--- src/mfe_pkg.sv ---
// Shared types, codes and the CRC fold for the MAVLink v2 frame encoder.
`timescale 1ns / 1ps

package mfe_pkg;

    localparam logic [7:0] FRAME_MAGIC = 8'hFD;
    localparam logic [15:0] CRC_INIT = 16'hFFFF;
    localparam int unsigned HDR_LAST = 9;
    localparam int unsigned QUEUE_DEPTH_DEF = 4;

    // Input command codes
    localparam logic CMD_START = 1'b0;
    localparam logic CMD_DATA = 1'b1;

    // Configuration register indexes
    localparam logic CFG_SYSTEM_IDENT = 1'b0;
    localparam logic CFG_COMPONENT_IDENT = 1'b1;

    typedef enum logic [1:0] {
        OP_START = 2'b01,
        OP_DATA  = 2'b10
    } op_kind_t;

    // One unit of work handed from the front to the back.
    typedef struct packed {
        op_kind_t    kind;
        logic        finish;
        logic [23:0] msg_ident;
        logic [7:0]  extra;
        logic [7:0]  length;
        logic [7:0]  seq;
        logic [7:0]  body;
    } op_t;

    // X.25 / MCRF4XX update with one byte.
    function automatic logic [15:0] crc_fold(input logic [15:0] crc, input logic [7:0] b);
        logic [7:0] t;
        t = b ^ crc[7:0];
        t = t ^ {t[3:0], 4'd0};
        return {8'd0, crc[15:8]} ^ {t, 8'd0} ^ {5'd0, t, 3'd0} ^ {12'd0, t[7:4]};
    endfunction

endpackage

--- src/mavlink2_frame_encoder.sv ---
// Top level of the MAVLink v2 frame encoder: config registers and the front/queue/back chain.
// With the queue empty and the back idle, an accepted data item goes through the op
// queue and the output register to out_valid. Throughput: one data item per cycle when
// out_stall is low; a start item makes 10 bytes (12 at length zero), a closing data item 3.
// The op queue lets the input keep running during header and CRC bursts until it fills.
// Reset (rst_n, async, low) clears sequence number, open frame, ids and queue.
`timescale 1ns / 1ps

module mavlink2_frame_encoder
    import mfe_pkg::*;
#(
    parameter int unsigned QUEUE_DEPTH = QUEUE_DEPTH_DEF
)
(
    input  logic        clk,
    input  logic        rst_n,
    input  logic        cfg_write,
    input  logic        cfg_index,
    input  logic [7:0]  cfg_data,
    input  logic        in_valid,
    output logic        in_stall,
    input  logic        command,
    input  logic [23:0] msg_ident,
    input  logic [7:0]  extra_seed,
    input  logic [7:0]  body_length,
    input  logic [7:0]  body_byte,
    output logic        out_valid,
    input  logic        out_stall,
    output logic [7:0]  out_byte,
    output logic        frame_end
);

    logic [7:0] system_ident_reg;
    logic [7:0] component_ident_reg;
    logic       push;
    logic       pop;
    logic       q_full;
    logic       q_empty;
    op_t        push_op;
    op_t        head_op;

    always_ff @(posedge clk or negedge rst_n)
    begin
        if (!rst_n)
        begin
            system_ident_reg <= 8'd0;
            component_ident_reg <= 8'd0;
        end
        else if (cfg_write)
        begin
            case (cfg_index)
                CFG_SYSTEM_IDENT: system_ident_reg <= cfg_data;
                CFG_COMPONENT_IDENT: component_ident_reg <= cfg_data;
                default: system_ident_reg <= system_ident_reg;
            endcase
        end
    end

    mfe_front u_front (
        .clk         (clk),
        .rst_n       (rst_n),
        .in_valid    (in_valid),
        .command     (command),
        .msg_ident   (msg_ident),
        .extra_seed  (extra_seed),
        .body_length (body_length),
        .body_byte   (body_byte),
        .q_full      (q_full),
        .in_stall    (in_stall),
        .push        (push),
        .push_op     (push_op)
    );

    mfe_queue #(
        .DEPTH (QUEUE_DEPTH)
    ) u_queue (
        .clk     (clk),
        .rst_n   (rst_n),
        .push    (push),
        .push_op (push_op),
        .pop     (pop),
        .head_op (head_op),
        .full    (q_full),
        .empty   (q_empty)
    );

    mfe_back u_back (
        .clk             (clk),
        .rst_n           (rst_n),
        .system_ident    (system_ident_reg),
        .component_ident (component_ident_reg),
        .head_op         (head_op),
        .q_empty         (q_empty),
        .pop             (pop),
        .out_stall       (out_stall),
        .out_valid       (out_valid),
        .out_byte        (out_byte),
        .frame_end       (frame_end)
    );

endmodule

--- src/mfe_front.sv ---
// Front end: accepts items, tracks the open frame and issues work ops.
`timescale 1ns / 1ps

module mfe_front
    import mfe_pkg::*;
(
    input  logic        clk,
    input  logic        rst_n,
    input  logic        in_valid,
    input  logic        command,
    input  logic [23:0] msg_ident,
    input  logic [7:0]  extra_seed,
    input  logic [7:0]  body_length,
    input  logic [7:0]  body_byte,
    input  logic        q_full,
    output logic        in_stall,
    output logic        push,
    output op_t         push_op
);

    logic       frame_open_reg, frame_open_next;
    logic [7:0] bytes_left_reg, bytes_left_next;
    logic [7:0] seq_reg, seq_next;
    logic [7:0] held_extra_reg, held_extra_next;
    logic       accept;

    assign in_stall = q_full;
    assign accept = in_valid && !q_full;

    always_comb
    begin
        frame_open_next = frame_open_reg;
        bytes_left_next = bytes_left_reg;
        seq_next = seq_reg;
        held_extra_next = held_extra_reg;
        push = 1'b0;
        push_op.kind = OP_DATA;
        push_op.finish = 1'b0;
        push_op.msg_ident = msg_ident;
        push_op.extra = held_extra_reg;
        push_op.length = body_length;
        push_op.seq = seq_reg;
        push_op.body = body_byte;
        if (accept)
        begin
            if (command == CMD_START)
            begin
                // a start abandons whatever frame is open
                push = 1'b1;
                push_op.kind = OP_START;
                push_op.finish = (body_length == 8'd0);
                push_op.extra = extra_seed;
                seq_next = seq_reg + 8'd1;
                held_extra_next = extra_seed;
                bytes_left_next = body_length;
                frame_open_next = (body_length != 8'd0);
            end
            else if (frame_open_reg)
            begin
                push = 1'b1;
                push_op.finish = (bytes_left_reg == 8'd1);
                bytes_left_next = bytes_left_reg - 8'd1;
                frame_open_next = (bytes_left_reg != 8'd1);
            end
            // drop data beats with no open frame
        end
    end

    always_ff @(posedge clk or negedge rst_n)
    begin
        if (!rst_n)
        begin
            frame_open_reg <= 1'b0;
            bytes_left_reg <= 8'd0;
            seq_reg <= 8'd0;
            held_extra_reg <= 8'd0;
        end
        else
        begin
            frame_open_reg <= frame_open_next;
            bytes_left_reg <= bytes_left_next;
            seq_reg <= seq_next;
            held_extra_reg <= held_extra_next;
        end
    end

    a_open_has_bytes: assert property (@(posedge clk) disable iff (!rst_n)
        frame_open_reg |-> bytes_left_reg != 8'd0)
        else $error("frame open with no payload bytes left");

    a_no_push_when_full: assert property (@(posedge clk) disable iff (!rst_n)
        q_full |-> !push)
        else $error("push into a full queue");

endmodule

--- src/mfe_queue.sv ---
// Short FIFO of work ops between the front and the back.
`timescale 1ns / 1ps

module mfe_queue
    import mfe_pkg::*;
#(
    parameter int unsigned DEPTH = QUEUE_DEPTH_DEF
)
(
    input  logic clk,
    input  logic rst_n,
    input  logic push,
    input  op_t  push_op,
    input  logic pop,
    output op_t  head_op,
    output logic full,
    output logic empty
);

    localparam int unsigned PTR_W = $clog2(DEPTH);
    localparam int unsigned CNT_W = $clog2(DEPTH + 1);
    localparam logic [CNT_W-1:0] DEPTH_CNT = CNT_W'(DEPTH);
    localparam logic [PTR_W-1:0] PTR_LAST = PTR_W'(DEPTH - 1);

    op_t              slot_reg [DEPTH];
    logic [PTR_W-1:0] wr_ptr_reg, wr_ptr_next;
    logic [PTR_W-1:0] rd_ptr_reg, rd_ptr_next;
    logic [CNT_W-1:0] count_reg, count_next;

    assign full = (count_reg == DEPTH_CNT);
    assign empty = (count_reg == '0);
    assign head_op = slot_reg[rd_ptr_reg];

    always_comb
    begin
        wr_ptr_next = wr_ptr_reg;
        rd_ptr_next = rd_ptr_reg;
        // wrap at the last slot
        if (push)
            wr_ptr_next = (wr_ptr_reg == PTR_LAST) ? '0 : wr_ptr_reg + PTR_W'(1);
        if (pop)
            rd_ptr_next = (rd_ptr_reg == PTR_LAST) ? '0 : rd_ptr_reg + PTR_W'(1);
        count_next = count_reg;
        if (push && !pop)
            count_next = count_reg + CNT_W'(1);
        else if (pop && !push)
            count_next = count_reg - CNT_W'(1);
    end

    always_ff @(posedge clk)
    begin
        if (push)
            slot_reg[wr_ptr_reg] <= push_op;
    end

    always_ff @(posedge clk or negedge rst_n)
    begin
        if (!rst_n)
        begin
            wr_ptr_reg <= '0;
            rd_ptr_reg <= '0;
            count_reg <= '0;
        end
        else
        begin
            wr_ptr_reg <= wr_ptr_next;
            rd_ptr_reg <= rd_ptr_next;
            count_reg <= count_next;
        end
    end

    a_no_pop_empty: assert property (@(posedge clk) disable iff (!rst_n)
        pop |-> !empty)
        else $error("pop from an empty queue");

    a_count_bound: assert property (@(posedge clk) disable iff (!rst_n)
        count_reg <= DEPTH_CNT)
        else $error("queue count beyond depth");

endmodule

--- src/mfe_back.sv ---
// Back end: turns work ops into packet bytes and keeps the running CRC.
`timescale 1ns / 1ps

module mfe_back
    import mfe_pkg::*;
(
    input  logic       clk,
    input  logic       rst_n,
    input  logic [7:0] system_ident,
    input  logic [7:0] component_ident,
    input  op_t        head_op,
    input  logic       q_empty,
    output logic       pop,
    input  logic       out_stall,
    output logic       out_valid,
    output logic [7:0] out_byte,
    output logic       frame_end
);

    typedef enum logic [3:0] {
        ST_IDLE   = 4'b0001,
        ST_HDR    = 4'b0010,
        ST_CRC_LO = 4'b0100,
        ST_CRC_HI = 4'b1000
    } state_t;

    state_t      state_reg, state_next;
    logic [3:0]  idx_reg, idx_next;
    op_t         cur_reg, cur_next;
    logic [15:0] crc_reg, crc_next;
    logic        out_valid_reg, out_valid_next;
    logic [7:0]  out_byte_reg, out_byte_next;
    logic        frame_end_reg, frame_end_next;
    logic        advance;
    logic [7:0]  hdr_byte;
    logic [15:0] crc_tail;

    assign advance = !out_valid_reg || !out_stall;
    assign out_valid = out_valid_reg;
    assign out_byte = out_byte_reg;
    assign frame_end = frame_end_reg;
    assign crc_tail = crc_fold(crc_reg, cur_reg.extra);

    always_comb
    begin
        case (idx_reg)
            4'd1: hdr_byte = cur_reg.length;
            4'd4: hdr_byte = cur_reg.seq;
            4'd5: hdr_byte = system_ident;
            4'd6: hdr_byte = component_ident;
            4'd7: hdr_byte = cur_reg.msg_ident[7:0];
            4'd8: hdr_byte = cur_reg.msg_ident[15:8];
            4'd9: hdr_byte = cur_reg.msg_ident[23:16];
            default: hdr_byte = 8'd0;
        endcase
    end

    always_comb
    begin
        state_next = state_reg;
        idx_next = idx_reg;
        cur_next = cur_reg;
        crc_next = crc_reg;
        out_valid_next = out_valid_reg;
        out_byte_next = out_byte_reg;
        frame_end_next = frame_end_reg;
        pop = 1'b0;
        if (advance)
        begin
            out_valid_next = 1'b0;
            frame_end_next = 1'b0;
            case (state_reg)
                ST_IDLE:
                begin
                    if (!q_empty)
                    begin
                        pop = 1'b1;
                        cur_next = head_op;
                        out_valid_next = 1'b1;
                        if (head_op.kind == OP_START)
                        begin
                            // magic byte is outside the CRC
                            out_byte_next = FRAME_MAGIC;
                            crc_next = CRC_INIT;
                            idx_next = 4'd1;
                            state_next = ST_HDR;
                        end
                        else
                        begin
                            out_byte_next = head_op.body;
                            crc_next = crc_fold(crc_reg, head_op.body);
                            if (head_op.finish)
                                state_next = ST_CRC_LO;
                        end
                    end
                end
                ST_HDR:
                begin
                    out_valid_next = 1'b1;
                    out_byte_next = hdr_byte;
                    crc_next = crc_fold(crc_reg, hdr_byte);
                    idx_next = idx_reg + 4'd1;
                    if (idx_reg == 4'(HDR_LAST))
                        state_next = cur_reg.finish ? ST_CRC_LO : ST_IDLE;
                end
                ST_CRC_LO:
                begin
                    // fold the extra byte, then emit low half
                    out_valid_next = 1'b1;
                    crc_next = crc_tail;
                    out_byte_next = crc_tail[7:0];
                    state_next = ST_CRC_HI;
                end
                ST_CRC_HI:
                begin
                    out_valid_next = 1'b1;
                    out_byte_next = crc_reg[15:8];
                    frame_end_next = 1'b1;
                    state_next = ST_IDLE;
                end
                default:
                begin
                    state_next = ST_IDLE;
                end
            endcase
        end
    end

    always_ff @(posedge clk or negedge rst_n)
    begin
        if (!rst_n)
        begin
            state_reg <= ST_IDLE;
            idx_reg <= 4'd0;
            crc_reg <= CRC_INIT;
            out_valid_reg <= 1'b0;
            frame_end_reg <= 1'b0;
        end
        else
        begin
            state_reg <= state_next;
            idx_reg <= idx_next;
            crc_reg <= crc_next;
            out_valid_reg <= out_valid_next;
            frame_end_reg <= frame_end_next;
        end
    end

    always_ff @(posedge clk)
    begin
        cur_reg <= cur_next;
        out_byte_reg <= out_byte_next;
    end

    a_hdr_index: assert property (@(posedge clk) disable iff (!rst_n)
        state_reg == ST_HDR |-> idx_reg != 4'd0 && idx_reg <= 4'(HDR_LAST))
        else $error("header index out of range");

    a_crc_lo_then_hi: assert property (@(posedge clk) disable iff (!rst_n)
        state_reg == ST_CRC_LO && advance |=>
            state_reg == ST_CRC_HI && out_valid_reg && !frame_end_reg)
        else $error("CRC low beat not followed by high half");

    a_end_from_hi: assert property (@(posedge clk) disable iff (!rst_n)
        $rose(frame_end_reg) |-> $past(state_reg) == ST_CRC_HI)
        else $error("frame end outside the CRC high beat");

endmodule

--- config.mk ---
export PLATFORM = sky130hd
export DESIGN_NAME = mavlink2_frame_encoder
export DESIGN_NICKNAME = d
export VERILOG_FILES = /design/src/mfe_pkg.sv /design/src/mavlink2_frame_encoder.sv /design/src/mfe_front.sv /design/src/mfe_queue.sv /design/src/mfe_back.sv
export SDC_FILE = /design/constraint.sdc
export NUM_CORES = 1
export LEC_CHECK = 0
export BUFFER_PORTS_ARGS = -buffer_cell sky130_fd_sc_hd__clkbuf_2
export CELL_PAD_IN_SITES_DETAIL_PLACEMENT = 1
export CELL_PAD_IN_SITES_GLOBAL_PLACEMENT = 1
export CORE_ASPECT_RATIO = 2
export CORE_MARGIN = 2
export CORE_UTILIZATION = 28
export CTS_CLUSTER_SIZE = 10
export DETAILED_ROUTE_END_ITERATION = 7
export PLACE_DENSITY = 0.56
export SYNTH_ARGS = -nofsm -noshare
export SYNTH_HDL_FRONTEND = slang
export SYNTH_HIERARCHICAL = 1
export SYNTH_SLANG_ARGS = --single-unit
--- constraint.sdc ---
create_clock -name clk -period 8.7 [get_ports clk]
set_input_delay 2.61 -clock clk [delete_from_list [all_inputs] [get_ports clk]]
set_output_delay 2.61 -clock clk [all_outputs]
set_load 0.01 [all_outputs]
==> reports/results.ini <==
[critical_path]
rrSetupSlack_ns=5.19
r2r_end=u_back/crc_reg[8]
reg2regPathDepth=8
crit_chain=clkbuf_2 > nor2b_2 > nand2_2 > inv_4 > and2_2 > buf_4
worst_setup_path_start_kind=input pin
cpMaxStageDelayCell=buf_4
critPathArrivalTime_ns=4.72
r2r_start=u_queue/rd_ptr_reg[1]
critPathKind=input pin to flip-flop
worstPathMaxFanout=40
end_kind=flip-flop
cp_slowest_stage_delay_ns=0.61
critPathRequiredTime_ns=8.88

[detailed_routing]
drc=0
first_pass_iters=4
post_drt_wl_per_cell_um=22.9
vias=9353
drt_iter0_drc=436
wl_mm=43.9
vias_per_cell=4.88
ant_nets=0

[clock_tree]
cts_resized=0
cts.path.max_buffers=3
numCtsBuffers=42
ctsHtreeMaxLevel=2
cts-root-buf=clkbuf_16
ctsHoldBuffers=0
clk_latency_ns=0.56
cts_tree=built
clk_pin_slew_ns=0.05
clock_sinks=367
post_cts_buffers=0

[finish]
drive_above_1_share_pct=24.7
finish.instance_area_um2=18800
finish.utilization_pct=31.4
fin_nets=1184
num_antenna_cells=0
nFillCells=6317
largest_reg_flops=236
syn_to_final_growth_pct=11.5

[power_and_ir_drop]
power.density_nw_per_um2=400
leakagePower_uw=0.00647
ir_worst_vdd_mv=0.187

[timing]
min_period_ns=4.54
hold_viol_final=0
min_period_over_period_pct=52.2
tightest_slew_ns=1.20
slew_viol_final=0
setup-tns-final_ns=0
max_freq_mhz=220
fin_skew_ns=0.0199
slew_headroom_pct=19.4
setup_violations=0
grt_setup_unrepaired=no

[global_routing]
antenna_found_initial=2
grt_pass1_wl_mm=65.5
grt_max_degree=60
grt_pass1_vias=10400
overflow=0
track_usage_pct=14.3

[worst_hold_path]
hp-class=flip-flop to flip-flop
hold_start=u_queue/count_reg[2]
whs_endpoint=u_queue/count_reg[2]
min_path_cells=1

[floorplanning]
initial_core_util_pct=28.2
core_region_area_um2=59700
die_w_um=177
design.die.area_um2=62300
die_y_um=351
io_pins=74
rows=127

[place]
dpl-instance-area_um2=17500
hpwl_mm=30.7
place_congestion=0.872
portBuffers=73

[yosys]
synth_area_per_cell_um2=15.7
syn_area_um2=16800
syn_inst=1076
ys_ff_latch=367
synth-edff-count=293
yosys_warnings=6
synth-seq-area-share_pct=63.4
ys.flop_type=edfxtp_1
syn-num-nets=1153
synthArstFlopShare_pct=20.2
synth.distinct_cells=96

[status]
outcome=complete, no violations

[run]
cap_viol_max_count=0

cells by family after synthesis:
group                      share of synthesized area [%]
and+or+nand+nor                                     7.69
buffers and inverters                               4.94
AOI/OAI and AO/OA                                   8.90
DFF                                                 63.4
muxes                                               9.98
adders and majority gates                           1.08
xor gates and xnor gates                            4.06
cells in the mapped netlist, drive strengths merged (7+ instances only):
cell type	number	area, um2
mux2i	7	70.1
o22ai	21	131
clkbuf	14	52.6
nand2	73	295
o211ai	13	97.6
a31oi	15	93.8
xnor3	8	180
nor2	41	169
nand4	12	103
and2	14	87.6
nor3	19	105
o2bb2ai	8	82.6
o21ai	38	190
nand3	21	105
edfxtp	293	8800
a21oi	26	134
mux4	59	1330
o31ai	15	136
ha	13	163
buf	84	698
dfstp	17	447
nor4	15	124
xor2	15	131
inv	19	81.3
mux2	22	278
a211oi	7	72.6
dfrtp	57	1430
xnor2	29	277
a22oi	9	67.6
routing by layer:
| metal | vias up | part of all wire (%) | global-route usage [%] |
|---|---|---|---|
| met4 | 4 | 5.9 | 8.50 |
| met2 | 181 | 56 | 27.2 |
| met5 | - | 0.064 | 0 |
| li1 | 4237 | - | - |
| met1 | 4833 | 35 | 14.2 |
| met3 | 98 | 3.1 | 2.15 |
area by class of cell:
type	count	area [um2]	share of cell area, %
multi-input cells	592	5360	28.5
inverters	19	81.3	0.433
well taps	774	968	5.16
repair buffers	85	458	2.44
clock buffers	76	1210	6.44
clock inverters	2	32.5	0.173
flip-flops and latches	367	10700	56.8
report_power, final:
part / internal, uW / switching [uW] / leakage [uW]
registers: 2540 / 401 / 0.00357
clock network: 937 / 683 / 0.000589
logic: 1240 / 1710 / 0.00232
metrics by stage:
stage | power, uW | hold WS (ns) | setup slack (ns) | instances
after floorplan | 5100 | 0.456 | 3.24 | 1076
after global placement | 5900 | 0.487 | 3.61 | 1837
after detailed placement | 5970 | 0.495 | 3.56 | 1837
after CTS | 7620 | 0.502 | 4.14 | 1915
after global routing | 7920 | 0.528 | 3.99 | 1915
final | 7510 | 0.503 | 4.16 | 1915
worst max-delay path, delay by kind of cell:
family	cells	cell delay, ns
buffers and inverters	3	0.87
and+or+nand+nor	3	1.17
cell usage in the layout, fill, tap and decap left out, drive strengths merged, types with 6 or more instances in the layout:
| cell type | synthesis | routed |
|---|---|---|
| xnor2 | 29 | 29 |
| nor4 | 15 | 15 |
| a21oi | 26 | 26 |
| mux4 | 59 | 59 |
| nor3 | 19 | 19 |
| nor2 | 41 | 41 |
| clkbuf | 14 | 148 |
| dfrtp | 57 | 57 |
| buf | 84 | 13 |
| o2bb2ai | 8 | 8 |
| nand3 | 21 | 21 |
| o21ai | 38 | 38 |
| nand2 | 73 | 73 |
| dfstp | 17 | 17 |
| xnor3 | 8 | 8 |
| o211a | 6 | 6 |
| o22ai | 21 | 21 |
| a2bb2oi | 6 | 6 |
| o211ai | 13 | 13 |
| ha | 13 | 13 |
| a22oi | 9 | 9 |
| a211oi | 7 | 7 |
| mux2i | 7 | 7 |
| nand4 | 12 | 12 |
| xor2 | 15 | 15 |
| inv | 19 | 19 |
| mux2 | 22 | 22 |
| edfxtp | 293 | 293 |
| and2 | 14 | 14 |
| a31oi | 15 | 15 |
| o31ai | 15 | 15 |
worst max-delay path by stage:
| stage | start | end | slack (ns) |
|---|---|---|---|
| after floorplan | out_stall | u_back/cur_reg[10] | 3.24 |
| after global placement | in_valid | u_queue/slot_reg[1][43] | 3.61 |
| after detailed placement | in_valid | u_queue/slot_reg[2][53] | 3.56 |
| after CTS | in_valid | u_queue/slot_reg[2][43] | 4.14 |
| after global routing | in_valid | u_queue/slot_reg[2][47] | 3.99 |
| final | in_valid | u_queue/slot_reg[2][15] | 4.16 |
No activity file was read; power rests on OpenSTA's default activity.
